<file path="src/wss_pkg.sv">
package wss_pkg;

  // Channel field widths
  localparam int OP_W       = 2;
  localparam int COL_SEL_W  = 6;
  localparam int ENTRY_W    = 10;
  localparam int SAMPLE_W   = 16;
  localparam int OUT_W      = 17;

  // Configuration port
  localparam int CFG_IDX_W  = 3;
  localparam int CFG_DATA_W = 32;

  localparam logic [CFG_IDX_W-1:0] CFG_COLUMN_COUNT      = 3'd0;
  localparam logic [CFG_IDX_W-1:0] CFG_COLUMN_SIZE_LOG2  = 3'd1;
  localparam logic [CFG_IDX_W-1:0] CFG_PHASE_STEP        = 3'd2;
  localparam logic [CFG_IDX_W-1:0] CFG_SCAN_STEP         = 3'd3;
  localparam logic [CFG_IDX_W-1:0] CFG_SAMPLES_PER_CYCLE = 3'd4;
  localparam logic [CFG_IDX_W-1:0] CFG_START_POSITION    = 3'd5;

  localparam int COUNT_W    = 7;
  localparam int LOG2_W     = 4;
  localparam int PHASE_W    = 32;
  localparam int SCAN_W     = 25;
  localparam int SPC_W      = 13;
  localparam int CNT_W      = 12;
  localparam int FRAC_W     = 16;

  localparam logic [SCAN_W-1:0] SCAN_ONE    = 25'h1000000;
  localparam logic [SPC_W-1:0]  SPC_MAX     = 13'd4096;
  localparam logic [LOG2_W-1:0] LOG2_RESET  = 4'd8;
  localparam logic [SPC_W-1:0]  SPC_RESET   = 13'd256;

  // Shared multiply-accumulate unit
  localparam int MAC_A_W = 36;
  localparam int MAC_B_W = 18;
  localparam int PROD_W  = MAC_A_W + MAC_B_W;
  localparam int ACC_W   = 48;

  // Divider: quotient of the biased sample, dividend always below 2^30
  localparam int QUO_W  = 17;
  localparam int DIVD_W = 30;
  localparam int REM_W  = SPC_W;

  typedef enum logic [1:0] {
    OP_WRITE = 2'd0,
    OP_START = 2'd1,
    OP_STOP  = 2'd2,
    OP_TICK  = 2'd3
  } op_t;

  typedef enum logic [1:0] {
    ACC_HOLD,
    ACC_LOAD,
    ACC_ADD
  } acc_op_t;

  typedef struct packed {
    logic signed [MAC_A_W-1:0] op_a;
    logic signed [MAC_B_W-1:0] op_b;
    acc_op_t                   acc_op;
  } mac_cmd_t;

  typedef enum logic [3:0] {
    ST_IDLE,
    ST_COLA,
    ST_COLB,
    ST_RDA0,
    ST_RDA1,
    ST_RDB0,
    ST_RDB1,
    ST_VB0,
    ST_VB1,
    ST_MIX0,
    ST_MIX1,
    ST_DIVLD,
    ST_DIV,
    ST_EMIT
  } state_t;

endpackage

</file>
<file path="src/wss_mac.sv">
module wss_mac (
  input  logic                                    clk,
  input  wss_pkg::mac_cmd_t                       cmd,
  output logic signed [wss_pkg::PROD_W-1:0]       prod,
  output logic signed [wss_pkg::ACC_W-1:0]        acc
);

  logic signed [wss_pkg::PROD_W-1:0] prod_r;
  logic signed [wss_pkg::ACC_W-1:0]  acc_r;

  always_ff @(posedge clk) begin
    prod_r <= cmd.op_a * cmd.op_b;
    unique case (cmd.acc_op)
      wss_pkg::ACC_LOAD: acc_r <= prod_r[wss_pkg::ACC_W-1:0];
      wss_pkg::ACC_ADD:  acc_r <= acc_r + prod_r[wss_pkg::ACC_W-1:0];
      default:           acc_r <= acc_r;
    endcase
  end

  assign prod = prod_r;
  assign acc  = acc_r;

endmodule

</file>
<file path="config.mk">
export PLATFORM = sky130hd
export DESIGN_NAME = wss_mac
export DESIGN_NICKNAME = d
export VERILOG_FILES = /design/src/wss_pkg.sv /design/src/wss_mac.sv
export SDC_FILE = /design/constraint.sdc
export NUM_CORES = 2
export LEC_CHECK = 0
export BUFFER_PORTS_ARGS = -buffer_cell sky130_fd_sc_hd__buf_2
export CORE_ASPECT_RATIO = 0.75
export CORE_MARGIN = 5
export CORE_UTILIZATION = 35
export DETAILED_ROUTE_END_ITERATION = 8
export PLACE_DENSITY = 0.51
export SLEW_MARGIN = 10
export SYNTH_ARGS = -nofsm -noshare
export SYNTH_HDL_FRONTEND = slang
export SYNTH_SLANG_ARGS = --single-unit
</file>
<file path="constraint.sdc">
create_clock -name clk -period 7 [get_ports clk]
set_input_delay 0.35 -clock clk [delete_from_list [all_inputs] [get_ports clk]]
set_output_delay 0.35 -clock clk [all_outputs]
set_load 0.01 [all_outputs]
</file>
Word level (Yosys, flattened, before mapping)
Index checks and enable logic that the tools add are counted.

storage, ports and cells
  register bits = 102
  bits of input ports = 57
  output and inout bits = 102
  word-level logic and storage cells = 8

operators by class
  $add $sub $neg = 1
  multipliers = 1
  equal/unequal tests = 2
  multiplexer cells = 1
  reduce and logical (&&, ||, !) cells = 1

operators with widths
  cell                count
  $pmux 48 s2         1
  $mul 36x18->54      1
  $add 48x48->48      1
  $eq 2x1->1 const B  1
  $eq 2x2->1 const B  1
  $reduce_bool 2->1   1

Logic depth before layout (Yosys ltp)
  depth after elaboration = 2
  mapped depth = 28

Least setup slack after synthesis
OpenSTA, ideal clock, no wires.

  kind = input to register
  start = in cmd[11] in the netlist's numbering
  end = reg prod_r (netlist bit prod[51])
  data arrival time = 6.435 ns
  path slack = 0.492 ns
  cell stages on the path = 26
  path buffers = 2
  cell sequence = clkbuf_1 clkbuf_1 nand2_1 fa_1 inv_1 fa_1 inv_1 fa_1 inv_1 fa_1 fa_1 inv_1 fa_1 inv_1 ha_1 and3_1 a31oi_1 o21ai_0 a21oi_2 o21ai_1 a311oi_2 o21ai_1 a221oi_2 o21ai_1 a221oi_2 xnor2_1

on the way
  longest elaborated chain between the ends = 1

RTL lines
  element                 RTL line       text
  start: declaration      wss_mac.sv:3   input wss_pkg::mac_cmd_t cmd,
  $mul 36x18->54          wss_mac.sv:12  prod_r <= cmd.op_a * cmd.op_b;
  end signal: assignment  wss_mac.sv:12
  end: declaration        wss_mac.sv:8   logic signed [wss_pkg::PROD_W-1:0] prod_r;

Every way passes these cells.
A chain may end at the register's enable or synchronous reset.

Final worst setup path
  start = in cmd[15] in the netlist's numbering
  end = reg prod_r (netlist bit prod[50])

The elaborated chain is that of the path after synthesis.

==> metrics.md <==
| Metric | Value |
|---|---|
| Status | complete, no violations |
| ANT cells | 0 |
| Netlist cell types | 59 |
| Die X-Extent | 333.1 µm |
| Routed Antenna Nets | 0 |
| CTS tree | built |
| Nets | 3,966 |
| Fraction of registers with async set/reset | 0 |
| Overflow after GRT | 0 |
| Hold Slack | 566.5 ps |
| Cells after Synth | 2,994 |
| Initial core utilization | 0.3546 |
| Sequential share of the synthesized area | 0.09203 |
| Hold Vio Cnt, Final | 0 |
| Crit Path Max Fanout | 22 |
| Fin area | 30,070 µm² |
| Fmax | 153.7 MHz |
| Synth-to-layout area growth | 9.710% |
| Post-route DRC | 0 |
| Min Tclk post-route | 6505 ps |
| Primary FF master, synth | dfxtp_1 |
| DRT iter0 DRCs | 1,045 |
| Max Slew Vio Count | 0 |
| CP Class | primary input to flip-flop |
| Worst skew pair latency | 360 ps |
| Clock transition at path regs | 70 ps |
| GR Util All Layers | 0.1821 |
| Synthesized area | 27,410 µm² |
| Core area | 77,290 µm² |
| Port Buffers | 158 |
| Area post-placement | 29,760 µm² |
| Max Clock Skew | 10.21 ps |
| Max_cap viols | 0 |
| HPWL after DPL | 64,260 µm |
| GR Util met2 | 0.3016 |
| Final Cycle Share | 0.9293 |
| RSZ-0062 raised after global routing | no |
| EDFF count, synth | 48 |
| Post-CTS resize count | 0 |
| Synthesized Nets | 3,846 |
| Via count | 19,460 |
| Clock Tree Buf Depth | 2 |
| First-pass GRT wire length | 122,200 µm |
| CP required | 7290 ps |
| Avg Synthesized Cell Area | 9.154 µm² |
| Grt peak-use layer | met2 |
| H-tree depth | 3 |
| Rel. slew slack | 0.5308 |
| Initial antenna violation count | 0 |
| Largest net degree at the start of global routing | 49 |
| Die area | 84,060 µm² |
| WL final | 74,940 µm |
| Row count | 88 |
| Vias in the first global route | 21,140 |
| Worst-Margin Slew | 703.8 ps |
| Worst setup EP type | flip-flop |
| Die Ht | 252.3 µm |
| Final setup fails | 0 |
| #FFs+latches synth | 102 |
| Wire per inst | 18.04 µm |
| Hold crit path type | primary input to flip-flop |
| Synthesis warning total | 0 |
| CTS Hold Bufs | 0 |
| Clock sink total | 102 |
| Startpoint types | primary input |
| Final setup TNS | 0 ps |
| Post-CTS setup buffers | 0 |
| Worst endpoint data arrival time | 6800 ps |
| Gpl congestion | 0.8200 |
| Cts bufs inserted | 9 |
| Ports | 159 |
| CTS root buffer | clkbuf_16 |
| Layout cell share with drive strength beyond 1 | 0.1029 |
| Routing usage on met1 | 0.2625 |
| Pre-antenna DRT Iters | 5 |
| Vias per cell | 4.684 |
| GR Util met3 | 0.02790 |
-- cells by family after synthesis --
logic type	synth area share
multiplexers	0.01438
XOR/XNOR	0.02972
adder cells (fa/ha/maj)	0.5322
AO/OA/AOI/OAI	0.07231
AND/OR/NAND/NOR	0.1446
buffers and inverters	0.1148
flip-flops	0.09203
-- placed cells by master (no fill, tap or decap), types with 4 or more instances in the layout --
master	netlist	layout
nor2b_1	10	10
and2_1	255	255
o21bai_1	13	13
buf_2	0	158
a21o_1	59	59
nand2b_1	18	18
nand3_1	20	20
a211oi_1	10	10
nor2_1	70	70
a31oi_1	12	12
a21oi_1	98	98
dfxtp_1	54	54
nand4_1	17	17
o21a_1	11	11
and3_1	10	10
o21ai_0	51	51
buf_4	0	89
mux2_2	35	35
edfxtp_1	48	48
fa_1	618	618
buf_12	0	7
and4_1	4	4
clkbuf_16	0	9
nor3_1	11	11
inv_1	692	691
ha_1	177	176
o211ai_1	4	4
nand2_1	410	410
xor2_1	31	31
xnor2_1	62	62
o31a_1	5	5
o31ai_1	5	5
-- worst max-delay path, stage by stage --
cell	delay, ps
buf_2	520
buf_4	370
nand2_1	110
fa_1	520
inv_1	50
fa_1	540
fa_1	430
fa_1	480
fa_1	490
inv_1	50
fa_1	530
inv_1	70
ha_1	310
and3_1	200
and2_1	180
and4_1	180
a21oi_1	200
o21ai_0	160
o31a_1	320
a311o_1	370
a21oi_1	180
xnor2_1	130
-- cells in the mapped netlist, types with 18 or more instances --
cell / n / area share
mux2_2: 35 / 0.014
dfxtp_1: 54 / 0.039
nand2b_1: 18 / 0.0041
edfxtp_1: 48 / 0.053
nand2_1: 410 / 0.056
inv_1: 692 / 0.095
a21oi_1: 98 / 0.018
ha_1: 177 / 0.081
and2_1: 255 / 0.058
a21o_1: 59 / 0.016
xor2_1: 31 / 0.0099
o21ai_0: 51 / 0.0093
fa_1: 618 / 0.45
xnor2_1: 62 / 0.020
clkbuf_1: 144 / 0.020
nand3_1: 20 / 0.0037
nor2_1: 70 / 0.0096
-- final timing paths --
path | start | endpoint | slack (ps) | depth (start not counted)
setup / recovery | cmd[15] | prod[50]$_DFF_P_ | 500 | 22
hold / removal | cmd[20] | prod[0]$_DFF_P_ | 570 | 3
setup reg to reg | acc[0]$_DFFE_PP_ | acc[44]$_DFFE_PP_ | 2970 | 14
hold reg to reg | prod[3]$_DFF_P_ | acc[3]$_DFFE_PP_ | 610 | 1
-- state kept, by name, summed over array words and instances (netlist names) --
register and cells:
prod 54, acc 48
-- through the flow --
| stage | utilization | instances | setup slack [ps] |
|---|---|---|---|
| finish | 0.3890 | 4154 | 495.1 |
| global route | 0.3890 | 4154 | 69.33 |
| CTS | 0.3890 | 4154 | 506.2 |
| detailed placement | 0.3850 | 4138 | 138.4 |
| global placement | 0.3850 | 4138 | 164.2 |
| floorplan | - | 2994 | 492.5 |
-- cell type report --
class / count / area (µm²)
clock buffers: 10 / 239.0
clock inverters: 6 / 70.07
fillers: 7942 / 47230
inverters: 693 / 2601
multi-input cells: 2054 / 21740
flip-flops and latches: 102 / 2522
well taps: 1035 / 1295
repair buffers: 254 / 1599
-- metal layers --
layer | part of all wire | wire length [µm] | vias to the layer above
met4 | 0.011 | 831 | 0
li1 | - | - | 9176
met5 | 0 | 0 | -
met1 | 0.48 | 36170 | 9876
met2 | 0.46 | 34380 | 363
met3 | 0.047 | 3555 | 44
Power is not shown: default switching activity piles up to over one toggle a cycle in this logic, so the estimate is an artifact.
