==> src/wss_pkg.sv <==
package wss_pkg;

  // Channel field widths
  localparam int OP_W       = 2;
  localparam int COL_SEL_W  = 6;
  localparam int ENTRY_W    = 10;
  localparam int SAMPLE_W   = 16;
  localparam int OUT_W      = 17;

  // Configuration port
  localparam int CFG_IDX_W  = 3;
  localparam int CFG_DATA_W = 32;

  localparam logic [CFG_IDX_W-1:0] CFG_COLUMN_COUNT      = 3'd0;
  localparam logic [CFG_IDX_W-1:0] CFG_COLUMN_SIZE_LOG2  = 3'd1;
  localparam logic [CFG_IDX_W-1:0] CFG_PHASE_STEP        = 3'd2;
  localparam logic [CFG_IDX_W-1:0] CFG_SCAN_STEP         = 3'd3;
  localparam logic [CFG_IDX_W-1:0] CFG_SAMPLES_PER_CYCLE = 3'd4;
  localparam logic [CFG_IDX_W-1:0] CFG_START_POSITION    = 3'd5;

  localparam int COUNT_W    = 7;
  localparam int LOG2_W     = 4;
  localparam int PHASE_W    = 32;
  localparam int SCAN_W     = 25;
  localparam int SPC_W      = 13;
  localparam int CNT_W      = 12;
  localparam int FRAC_W     = 16;

  localparam logic [SCAN_W-1:0] SCAN_ONE    = 25'h1000000;
  localparam logic [SPC_W-1:0]  SPC_MAX     = 13'd4096;
  localparam logic [LOG2_W-1:0] LOG2_RESET  = 4'd8;
  localparam logic [SPC_W-1:0]  SPC_RESET   = 13'd256;

  // Shared multiply-accumulate unit
  localparam int MAC_A_W = 36;
  localparam int MAC_B_W = 18;
  localparam int PROD_W  = MAC_A_W + MAC_B_W;
  localparam int ACC_W   = 48;

  // Divider: quotient of the biased sample, dividend always below 2^30
  localparam int QUO_W  = 17;
  localparam int DIVD_W = 30;
  localparam int REM_W  = SPC_W;

  typedef enum logic [1:0] {
    OP_WRITE = 2'd0,
    OP_START = 2'd1,
    OP_STOP  = 2'd2,
    OP_TICK  = 2'd3
  } op_t;

  typedef enum logic [1:0] {
    ACC_HOLD,
    ACC_LOAD,
    ACC_ADD
  } acc_op_t;

  typedef struct packed {
    logic signed [MAC_A_W-1:0] op_a;
    logic signed [MAC_B_W-1:0] op_b;
    acc_op_t                   acc_op;
  } mac_cmd_t;

  typedef enum logic [3:0] {
    ST_IDLE,
    ST_COLA,
    ST_COLB,
    ST_RDA0,
    ST_RDA1,
    ST_RDB0,
    ST_RDB1,
    ST_VB0,
    ST_VB1,
    ST_MIX0,
    ST_MIX1,
    ST_DIVLD,
    ST_DIV,
    ST_EMIT
  } state_t;

endpackage

==> src/wss_div.sv <==
module wss_div (
  input  logic                          clk,
  input  logic                          rst_n,
  input  logic                          start,
  input  logic [wss_pkg::DIVD_W-1:0]    dividend,
  input  logic [wss_pkg::SPC_W-1:0]     divisor,
  output logic                          busy,
  output logic [wss_pkg::QUO_W-1:0]     quotient
);

  localparam int STEP_W = $clog2(wss_pkg::QUO_W + 1);

  logic [wss_pkg::REM_W-1:0] rem_r;
  logic [wss_pkg::QUO_W-1:0] quo_r;
  logic [STEP_W-1:0]         step_r;
  logic                      busy_r;
  logic [wss_pkg::REM_W:0]   trial;
  logic                      ge;

  // One quotient bit per cycle; the top bits of the dividend are already below the divisor
  assign trial = {rem_r, quo_r[wss_pkg::QUO_W-1]};
  assign ge    = trial >= {1'b0, divisor};

  always_ff @(posedge clk) begin
    if (!rst_n) begin
      busy_r <= 1'b0;
      step_r <= '0;
    end else if (start) begin
      busy_r <= 1'b1;
      step_r <= STEP_W'(wss_pkg::QUO_W);
    end else if (busy_r) begin
      step_r <= step_r - 1'b1;
      if (step_r == STEP_W'(1)) begin
        busy_r <= 1'b0;
      end
    end
  end

  always_ff @(posedge clk) begin
    if (start) begin
      rem_r <= dividend[wss_pkg::DIVD_W-1:wss_pkg::QUO_W];
      quo_r <= dividend[wss_pkg::QUO_W-1:0];
    end else if (busy_r) begin
      rem_r <= ge ? wss_pkg::REM_W'(trial - {1'b0, divisor}) : wss_pkg::REM_W'(trial);
      quo_r <= {quo_r[wss_pkg::QUO_W-2:0], ge};
    end
  end

  assign busy     = busy_r;
  assign quotient = quo_r;

endmodule

==> config.mk <==
export PLATFORM = sky130hd
export DESIGN_NAME = wss_div
export DESIGN_NICKNAME = d
export VERILOG_FILES = /design/src/wss_pkg.sv /design/src/wss_div.sv
export SDC_FILE = /design/constraint.sdc
export NUM_CORES = 1
export LEC_CHECK = 0
export ABC_CLOCK_PERIOD_IN_PS = 6400
export BUFFER_PORTS_ARGS = -buffer_cell sky130_fd_sc_hd__buf_2
export CAP_MARGIN = 25
export CORE_MARGIN = 1.5
export CORE_UTILIZATION = 50
export DETAILED_ROUTE_END_ITERATION = 10
export PLACE_DENSITY = 0.84
export SYNTH_ARGS = -nofsm -noshare
export SYNTH_HDL_FRONTEND = slang
export SYNTH_SLANG_ARGS = --single-unit
==> constraint.sdc <==
create_clock -name clk -period 6.4 [get_ports clk]
set_clock_uncertainty 0.2 [all_clocks]
set_input_delay 0 -clock clk [delete_from_list [all_inputs] [get_ports clk]]
set_output_delay 0 -clock clk [all_outputs]
set_load 0.02 [all_outputs]
; ---- Word level (Yosys, flattened, before mapping)
; Cells that the tools add are included.
[op_classes]
addsub = 2
mux = 10
eq_ne = 1
n_shift = 0
bitwise_logic = 1
reduce_logical = 2
n_lt_le_gt_ge = 1
n_mul = 0
div = 0
[op_table]
columns = cell, n
row1 = 13-bit two-way mux, 3
row2 = 17-bit two-way mux, 2
row3 = 14-bit by 13-bit greater-or-equal comparator with 1-bit output, 1
row4 = 13-bit subtractor, 1
row5 = 5-bit two-way mux, 2
row6 = "5-bit by 1-bit equality test with 1-bit output, second input constant", 1
row7 = "5-bit by 1-bit subtractor with 5-bit output, second input constant", 1
row8 = 1-bit two-way mux, 3
row9 = 2-bit nonzero test, 1
row10 = 2-bit OR reduction, 1
row11 = 1-bit NOT, 1
[word_totals]
output_inout_bits = 18
memories = 0
word_cells = 22
input_bits = 46
rom_bits = 0
mem_bits_rw = 0
regBits = 36
latchBits = 0

; ---- Logic depth before layout (Yosys ltp)
; Gate-level depths: netlist of the first run.
[logic_depth]
word_depth = 4
ltp_mapped = 10
mapped_depth_nobuf = 9

; ---- Worst setup path after synthesis of the first run
; No wires, ideal clock.
[synth_timing]
path_type = reg-to-reg
start = register quo_r, in the netlist quotient[16]
end = register rem_r[11] (netlist name), data pin
path_stages_with_launch = 11
arrival_ns = 2.131
period_less_slack_ns = 2.596
required_time_ns = 5.935
path_slack_ns = 3.804
setup_ns = 0.265
n_path_buf = 1
cell_sequence = edfxtp_1 -> inv_1 -> ha_1 -> fa_1 -> nor2b_1 -> o2111ai_1 -> nand3b_1 -> o211ai_2 -> buf_6 -> a41oi_1 -> o31ai_2
[synth_between]
elab_chain_len = 4
elab_cells_between_ends = 5
classes_between = add/sub: 1 / order compare: 1 / mux: 3
[synth_rtl]
columns = element, line
row1 = start: declaration, wss_div.sv:14  ; logic [wss_pkg::QUO_W-1:0] quo_r;
row2 = start signal: assignment, wss_div.sv:42  ; quo_r <= dividend[wss_pkg::QUO_W-1:0];
row3 = start signal: assignment, wss_div.sv:45  ; quo_r <= {quo_r[wss_pkg::QUO_W-2:0], ge};
row4 = 13-bit subtractor or 14-bit by 13-bit greater-or-equal comparator with 1-bit output (tied branches), "wss_div.sv:44, wss_div.sv:22"
row5 = 13-bit two-way mux (*), wss_div.sv:44  ; rem_r <= ge ? wss_pkg::REM_W'(trial - {1'b0, divisor}) : wss_pkg::REM_W'(trial);
row6 = 13-bit two-way mux (*), wss_div.sv:43  ; end else if (busy_r) begin
row7 = 13-bit two-way mux (*), wss_div.sv:40  ; if (start) begin
row8 = end signal: assignment, wss_div.sv:41  ; rem_r <= dividend[wss_pkg::DIVD_W-1:wss_pkg::QUO_W];
row9 = end signal: assignment, wss_div.sv:44
row10 = end: declaration, wss_div.sv:13  ; logic [wss_pkg::REM_W-1:0] rem_r;
; Every way passes the cells marked *; elsewhere a longest branch is shown, timed or not. The select of a mux whose other input is x is not followed.
; A chain may end at the register's enable or synchronous reset.

; ---- Worst setup path in the final report of the first run
[layout_timing]
start = register quo_r, in the netlist quotient[16]
end = register rem_r[0] (netlist name), data pin
; The elaborated chain is that of the path after synthesis.

==> flow_summary_export.csv, run 1 <==
group,metric,value,unit
run,maxCapViolCount,0,
routing,drtAntennaViolNets,0,
synthesis,yosys_most_used_dff,"edfxtp_1",
synthesis,synth.most_common_cell,"edfxtp_1",
synthesis,synth_area_leaders,"edfxtp_1 (35%), mux2_2 (7.9%), ha_1 (7.4%)",
finish,drive_gt1_share,31.0,%
timing,drv_slew,0,
clock_tree,cts_resized,0,
setup_path,cp_top_family,"compound AO/OA/AOI/OAI gates",
finish,diodes,0,
synthesis,ys_seq_area_share,40.0,%
placement,dpl.hpwl,3.95,mm
routing,wirelength,6.36,mm
setup_path,critPathMaxFanout,11,
routing,vias_per_cell,5.54,
placement,port_buffers,63,
setup_path,slowest_delay,0.59,ns
setup_path,worst_setup_path_end_kind,"flip-flop",
setup_path,critical_path.cell_chain,"inv_1 > ha_1 > fa_1 > nor2b_1 > o2111ai_1 > nand3b_1 > o211ai_2 > nand2_1 > a311oi_1 > dlygate4sd3_1",
synthesis,syn-cell-area,0.00255,mm²
timing,finalCritPeriodShare,53.9,%
global_routing,grt_pass1_wl,9.96,mm
routing,via_count,2210,
pwr,leakage,1.39,nW
global_routing,grt_antenna_before_repair,0,
timing,worstMarginPinSlew,0.737,ns
global_routing,grtUsageTotal,24.0,%
synthesis,synth_edf_count,30,
global_routing,gr-total-overflow,0,
timing,maxSlewHeadroom,50.8,%
setup_path,path_buf_inv,2,
clock_tree,clk_path_buf_depth,2,
clock_tree,cts_tree,"done",
synthesis,synth.distinct_cells,60,
global_routing,grt_pass1_vias,2215,
clock_tree,clkTransAtPathRegs,0.08,ns
die,die_h,74.4,µm
clock_tree,clock-sinks,36,
clock_tree,clockRootBuffer,"clkbuf_8",
die,start_util,52.9,%
finish,area.growth.synth_to_final,27.6,%
finish,ff_latch_area,0.00102,mm²
timing,finalHoldViolations,0,
die,coreArea,0.00482,mm²
routing,drcViolationCount,0,
routing,dr.pass1.iters,4,
finish,multiInputGateArea,0.00134,mm²
global_routing,grt_max_degree,37,
status,status,"completed",
pwr,power_density,270,mW/mm²
clock_tree,h-tree-depth,2,
timing,period_needed,3.45,ns
finish,finalNetCount,393,
finish,final_area,0.00325,mm²
synthesis,synth_cells,240,
placement,gp_congestion,0.923,
die,std_cell_rows,25,
die,dieWidth,74.4,µm
clock_tree,cts_setup_buffers,0,
setup_path,required,6.36,ns
timing,fin_setup_tns,0,ns
die,ios,64,
timing,fmax,290,MHz
synthesis,synth_seq_cells,36,
synthesis,syn_area_per_cell,10.6,µm²
synthesis,synthTopCellsByCount,"edfxtp_1 (30), inv_1 (23), mux2_2 (18)",
routing,drtIter0Drc,169,
routing,routedWlPerCell,15.9,µm
setup_path,worst_setup_path_start_kind,"flip-flop",
setup_path,crit_arrival,3.42,ns
hold_path,min_path_type,"input pin to flip-flop",
synthesis,synth_nets,302,
synthesis,yosys.area.top_type,"edfxtp_1",
timing,grt_setup_unrepaired,"no",
timing,setup_viol,0,
pwr,ir_worst_vdd,201,µV
finish,nFillCells,380,
setup_path,path_class,"flip-flop to flip-flop",
synthesis,synthArstFlopShare,0,%
placement,place_area,0.00285,mm²
synthesis,yosys_warnings,0,
clock_tree,cts_made_buffers,5,
clock_tree,hold_buffers,32,
clock_tree,clock_latency,0.30,ns
synthesis,synth.top_cell.area_share,35.3,%
die,design.die.area,0.00554,mm²
setup_path,crit_slowest_cell,"dlygate4sd3_1",
[per-layer routing]
layer / track usage [%] / vias up / part of all wire [%]
met5: 0 / - / 0
met4: 9.49 / 0 / 1.6
met3: 6.64 / 10 / 5.7
met2: 41.7 / 63 / 51
met1: 28.2 / 1053 / 41
li1: - / 1084 / -
[report_power, final]
part | internal, mW | leakage, nW | switching, mW
logic | 0.167 | 0.991 | 0.215
registers | 0.304 | 0.350 | 0.0239
clock network | 0.0761 | 0.0460 | 0.0923
total | 0.548 | 1.39 | 0.331
[final cells by class]
cell class	instances	area share [%]
clock buffer	5	2.11
clock inverter	3	0.538
inverter	23	2.65
multi-input combinational	170	41.2
sequential	36	31.4
tap	67	2.58
timing repair buffer	95	19.5
[through the flow]
stage / hold slack, ns / util [%] / std cells / power [mW] / setup WS [ns]
2_1_floorplan: -0.0462 / - / 240 / 0.618 / 3.80
3_3_place_gp: 0.0846 / 59.1 / 359 / 0.679 / 3.63
3_5_place_dp: 0.0865 / 59.1 / 359 / 0.689 / 3.49
4_1_cts: 0.0352 / 67.6 / 399 / 0.872 / 3.02
5_1_grt: 0.0770 / 67.6 / 399 / 0.929 / 2.78
6_report: 0.0530 / 67.6 / 399 / 0.879 / 2.95
[worst min-delay path: stages]
cell,delay (ns)
buf_2,0.11
fa_1,0.18
a311oi_1,0.09
[path summary, 6_finish.rpt]
check,startpoint,to,slack (ns),cells past startpoint
hold / removal,divisor[1],rem_r[1],0.05,3
setup / recovery,quotient[16],rem_r[0],2.95,10
hold reg to reg,step_r[1],step_r[1],0.30,2
setup reg to reg,quotient[16],rem_r[0],2.95,10
[state kept, by name, summed over array words and instances, names as in the netlist]
signal	cells
quotient	17
step_r	5
busy	1
rem_r	13
[cell families after synthesis]
kind of cell	after synthesis	synth area share [%]
compound gates	58	17.9
fa+ha+maj	16	8.15
buf+inv	34	7.36
flops	36	40.0
simple gates	64	13.8
mux	19	8.34
xor+xnor	13	4.47
[layout by cell type, fill, tap and decap left out, drive strengths merged, types with 3 or more instances in the layout]
master and n:
dfxtp 6, mux2 18, clkbuf 5, a21oi 9
o21ai 9, nand2b 5, nand2 14, ha 15
edfxtp 30, buf 63, nor2 15, a31oi 8
o311ai 4, nand3 5, or2 3, nand4 6
dlygate4sd3 32, xor2 4, inv 24, nor4 4
a21boi 4, xnor2 9
Power figures use the tool's default switching activity.
==> inputs of run 2 (changes only) <==
Settings changed: ABC_CLOCK_PERIOD_IN_PS 6400 to 2830, CORE_UTILIZATION 50 to 48.
Clock period 6.4 ns to 2.83 ns, I/O delays scaled along.
==> run 2 against run 1 <==
- critical path depth stayed put
- via count grew 2.2%
- final area is 0.85% higher
- non-clock buffer count rose by 2
- global-route usage is 0.40 points lower
- clock power increased by 110%
- routed wire length is 1.2% higher
- total power is 130% higher
- clock-buffer cell count grew 2
- combinational power increased by 140%
- cell count grew 1.3%
- sequential share of layout area down 0.26 points
- largest cell class unchanged
==> flow_summary_export.csv, run 2 (synthesis results as in run 1) <==
group,metric,value,unit
status,status,"completed",
pwr,p_seq_share,37.3,%
routing,drtIter0Drc,141,
finish,final_common_cell,"buf_2",
finish,largest_register_ffs,17,
setup_path,ff2ff_setup_slack,0.12,ns
finish,most-common-layout-cells,"buf_2 (63), dlygate4sd3_1 (31), edfxtp_1 (30), inv_1 (23), mux2_2 (18)",
die,std_cell_rows,26,
timing,maxSlewHeadroom,52.3,%
clock_tree,clkTransAtPathRegs,0.07,ns
timing,whs,0.0227,ns
die,coreArea,0.00511,mm²
timing,period_needed,2.71,ns
timing,fin_setup_tns,0,ns
setup_path,path_class,"flip-flop to flip-flop",
timing,finalCritPeriodShare,95.9,%
clock_tree,cts_setup_buffers,0,
global_routing,grt_antenna_before_repair,0,
pwr,internal_power,1.25,mW
clock_tree,cts_tree,"done",
pwr,p_sw,0.756,mW
clock_tree,clock_latency,0.28,ns
hold_path,min_path_type,"input pin to flip-flop",
placement,gp_congestion,0.867,
pwr,p_comb_share,45.3,%
clock_tree,clockRootBuffer,"clkbuf_8",
pwr,ir_worst_vdd,444,µV
hold_path,hold_end,"rem_r[0]",
global_routing,grtUsageTotal,23.6,%
setup_path,critPathMaxFanout,8,
pwr,p_clk_share,17.5,%
pwr,power,2.01,mW
routing,dr_wl_met2,3.20,mm
pwr,swShare,37.6,%
die,die_h,75.9,µm
finish,nFillCells,405,
finish,final_area,0.00328,mm²
placement,dp_slack,0.0925,ns
timing,setup_viol,0,
clock_tree,h-tree-depth,2,
die,ios,64,
die,start_util,49.9,%
clock_tree,clk_path_buf_depth,2,
placement,dpl.hpwl,4.26,mm
setup_path,crit_slowest_cell,"fa_1",
routing,vias_per_cell,5.59,
setup_path,reg2regPathDepth,10,
die,design.die.area,0.00576,mm²
placement,port_buffers,63,
setup_path,slowest_delay,0.44,ns
global_routing,grt_pass1_vias,2153,
setup_path,required,2.73,ns
pwr,leakage,1.39,nW
setup_path,crit_arrival,2.61,ns
routing,wl_met3,535,µm
routing,drt-met1-wl,2.59,mm
timing,fmax,369,MHz
hold_path,hold_start,"divisor[0]",
hold_path,hold_depth,3,
global_routing,grt_pass1_wl,10.0,mm
routing,via_count,2258,
setup_path,critical_path.cell_chain,"inv_1 > ha_1 > fa_1 > nor2b_2 > o2111ai_2 > nand3b_1 > buf_4 > o211a_4 > nor2_4 > o311ai_1",
routing,wirelength,6.44,mm
placement,place_area,0.00287,mm²
clock_tree,clock-sinks,36,
setup_path,worst_setup_path_end_kind,"flip-flop",
run,maxCapViolCount,0,
finish,finalNetCount,395,
routing,routedWlPerCell,15.9,µm
finish,area.growth.synth_to_final,28.7,%
routing,drcViolationCount,0,
timing,setup_ws,0.117,ns
routing,drtAntennaViolNets,0,
finish,diodes,0,
die,dieWidth,75.9,µm
finish,drive_gt1_share,31.7,%
setup_path,r2r_start,"quotient[16]",
global_routing,grt_max_degree,31,
setup_path,r2r-end,"rem_r[4]",
clock_tree,cts_made_buffers,5,
routing,top_layer_used,"met4",
setup_path,path_buf_inv,2,
timing,drv_slew,0,
routing,dr.pass1.iters,6,
timing,worstMarginPinSlew,0.716,ns
pwr,power_density,612,mW/mm²
setup_path,worst_setup_path_start_kind,"flip-flop",
setup_path,cp_top_family,"adder cells",
timing,finalHoldViolations,0,
global_routing,gr-total-overflow,0,
## run 2: final cells by class
class,count,area [µm²],share of cell area [%]
multi-input combinational,170,1360,41.4
sequential,36,1020,31.1
timing repair buffer,97,648,19.7
tap,70,87.6,2.67
inverter,23,86.3,2.63
clock buffer,7,76.3,2.33
clock inverter,1,3.75,0.114
## run 2: how the worst max path moves through the flow
stage                             from           to  slack [ns]  cells past startpoint
after floorplan           quotient[16]    rem_r[11]        0.23                     10
after global placement    quotient[16]  quotient[0]        0.21                      9
after detailed placement  quotient[16]  quotient[0]        0.09                      9
after CTS                 quotient[16]  quotient[0]        0.08                      9
after global routing      quotient[16]     rem_r[3]       -0.02                     10
final                     quotient[16]     rem_r[4]        0.12                     10
## run 2: power groups by stage
| stage | sequential (mW) | clock, mW | combinational (mW) |
|---|---|---|---|
| global placement | 0.750 | 0 | 0.817 |
| detailed placement | 0.754 | 0 | 0.838 |
| finish | 0.748 | 0.351 | 0.909 |
| CTS | 0.745 | 0.355 | 0.876 |
| floorplan | 0.772 | 0 | 0.626 |
| global route | 0.756 | 0.376 | 0.988 |
## run 2: stage by stage
step / instances / util [%]
after floorplan: 240 / -
after global placement: 365 / 56.3
after detailed placement: 365 / 56.3
after CTS: 404 / 63.9
after global routing: 404 / 64.3
final: 404 / 64.3
## run 2: what timing repair did
action                     in CTS  in global routing
hold buffers                   31                  0
setup endpoints to repair       0                 11
resized for setup               0                  3
hold endpoints to repair       36                  0
## run 2: worst register-to-register path, cell delays in order (launching register included)
cell and delay [ns]:
edfxtp_1 0.37, inv_1 0.06, ha_1 0.21, fa_1 0.44, nor2b_2 0.18, o2111ai_2 0.13
nand3b_1 0.18, buf_4 0.16, o211a_4 0.22, nor2_4 0.08, o311ai_1 0.31
## run 2: routing by layer
layer / vias up / track usage, %
met5: - / 0
met4: 0 / 6.35
met3: 20 / 5.95
met2: 113 / 39.3
met1: 1041 / 30.7
li1: 1084 / -
==> inputs of run 3 (changes only) <==
Settings changed: ABC_CLOCK_PERIOD_IN_PS 2830 to 3300, CORE_UTILIZATION 48 to 50, TNS_END_PERCENT from default to 10.
Clock period 2.83 ns to 3.3 ns, I/O delays scaled along.
==> run 3 against run 2 <==
- sequential share of layout area increased by 0.36 points
- utilization increased by 3.1 points
- total power decreased by 16%
- die area decreased by 3.8%
- final area decreased by 1.1%
- first-iteration DRC count increased by 21%
- critical path type unchanged
- via count decreased by 3.2%
- routed wire length decreased by 4.0%
- global-route usage increased by 0.33 points
- setup slack improved by 0.14 ns
- non-clock buffer count decreased by 3
==> flow_summary_export.csv, run 3 (synthesis results as in run 1) <==
group,metric,value,unit
status,status,"completed",
timing,grt_setup_unrepaired,"no",
timing,setup_viol,0,
finish,drive_gt1_share,31.1,%
clock_tree,h-tree-depth,2,
routing,routedWlPerCell,15.5,µm
die,std_cell_rows,25,
placement,dp_slack,0.404,ns
global_routing,gr-total-overflow,0,
clock_tree,clkTransAtPathRegs,0.07,ns
setup_path,ff2ff_setup_slack,0.26,ns
finish,most-common-layout-cells,"buf_2 (63), dlygate4sd3_1 (31), edfxtp_1 (30), inv_1 (23), mux2_2 (18)",
global_routing,grtUsageTotal,24.0,%
hold_path,min_path_type,"input pin to flip-flop",
global_routing,grt_pass1_wl,9.99,mm
die,die_h,74.4,µm
timing,fmax,329,MHz
timing,maxSlewHeadroom,50.5,%
die,start_util,52.9,%
setup_path,r2r_start,"quotient[16]",
routing,drtIter0Drc,170,
pwr,leakage,1.38,nW
setup_path,reg2regPathDepth,9,
timing,drv_slew,0,
die,design.die.area,0.00554,mm²
clock_tree,clk_path_buf_depth,2,
die,ios,64,
timing,worstMarginPinSlew,0.743,ns
placement,gp_congestion,0.922,
clock_tree,cts_setup_buffers,0,
placement,port_buffers,63,
pwr,power,1.69,mW
routing,wirelength,6.19,mm
timing,whs,0.00870,ns
routing,drcViolationCount,0,
clock_tree,clock-sinks,36,
finish,area.growth.synth_to_final,27.2,%
clock_tree,clockRootBuffer,"clkbuf_8",
clock_tree,cts_tree,"done",
timing,finalCritPeriodShare,92.2,%
placement,dpl.hpwl,3.90,mm
die,dieWidth,74.4,µm
timing,setup_ws,0.256,ns
setup_path,critPathMaxFanout,11,
global_routing,grt_max_degree,37,
hold_path,hold_depth,3,
finish,diodes,0,
finish,nFillCells,374,
die,coreArea,0.00482,mm²
clock_tree,cts_made_buffers,5,
routing,dr.pass1.iters,4,
timing,period_needed,3.04,ns
timing,fin_setup_tns,0,ns
setup_path,critPathLaunch,"quotient[16]",
global_routing,grt_antenna_before_repair,0,
routing,vias_per_cell,5.49,
global_routing,grt_pass1_vias,2180,
finish,largest_register_ffs,17,
routing,drtAntennaViolNets,0,
timing,finalHoldViolations,0,
run,maxCapViolCount,0,
setup_path,crit_arrival,2.90,ns
clock_tree,clock_latency,0.30,ns
setup_path,r2r-end,"quotient[0]",
routing,via_count,2185,
finish,finalNetCount,392,
finish,final_common_cell,"buf_2",
setup_path,worst_setup_path_end_kind,"flip-flop",
setup_path,path_class,"flip-flop to flip-flop",
setup_path,crit_end,"quotient[0]",
setup_path,required,3.15,ns
pwr,power_density,522,mW/mm²
setup_path,worst_setup_path_start_kind,"flip-flop",
pwr,ir_worst_vdd,304,µV
run 3: cell count changes in the layout (fill, tap and decap cells not counted), sizes merged:
cell    change
buf         -3
clkbuf      -2
clkinv      +1
inv         +1
run 3: power breakdown:
part	switching [mW]	internal (mW)
sequential	0.0447	0.590
combinational	0.417	0.322
clock	0.172	0.147
run 3: stage by stage:
stage | cell area [µm²] | utilization, % | instances
2_1_floorplan | 2550 | - | 240
3_3_place_gp | 2850 | 59.1 | 359
3_5_place_dp | 2850 | 59.1 | 359
4_1_cts | 3240 | 67.4 | 398
5_1_grt | 3240 | 67.4 | 398
6_report | 3240 | 67.4 | 398
run 3: final cells by class:
cell class	count	area [µm²]	area share [%]
clock buffers	5	68.8	2.12
inverters	23	86.3	2.66
flip-flops and latches	36	1020	31.5
clock inverters	3	17.5	0.540
well taps	67	83.8	2.58
repair buffers	94	626	19.3
multi-input cells	170	1340	41.3
run 3: how the worst min path moves through the flow:
stage / start / endpoint / slack [ns]
floorplan: rst_n / busy / -0.05
global placement: rst_n / step_r[4] / 0.08
detailed placement: rst_n / step_r[4] / 0.09
CTS: divisor[0] / rem_r[0] / 0.005
global route: divisor[0] / rem_r[0] / 0.01
finish: divisor[0] / rem_r[0] / 0.009
run 3: critical path, cell delays in order, from the launching register on:
cell and delay (ns):
edfxtp_1 0.42, inv_1 0.08, ha_1 0.18, fa_1 0.24, nor2b_1 0.08, o2111ai_1 0.26
nand3b_1 0.23, o211ai_2 0.55, nand2_1 0.24, mux2_2 0.32
run 3: routing by layer:
| layer | track usage [%] | vias up | part of all wire (%) |
|---|---|---|---|
| li1 | - | 1082 | - |
| met2 | 40.5 | 79 | 50 |
| met1 | 29.5 | 1014 | 42 |
| met5 | 0 | - | 0 |
| met4 | 9.09 | 0 | 1.9 |
| met3 | 6.10 | 10 | 6.2 |
run 3: timing repair:
item | in CTS | in global routing
gates resized for setup | 0 | 0
endpoints found under the hold margin | 36 | 0
hold buffers | 31 | 0
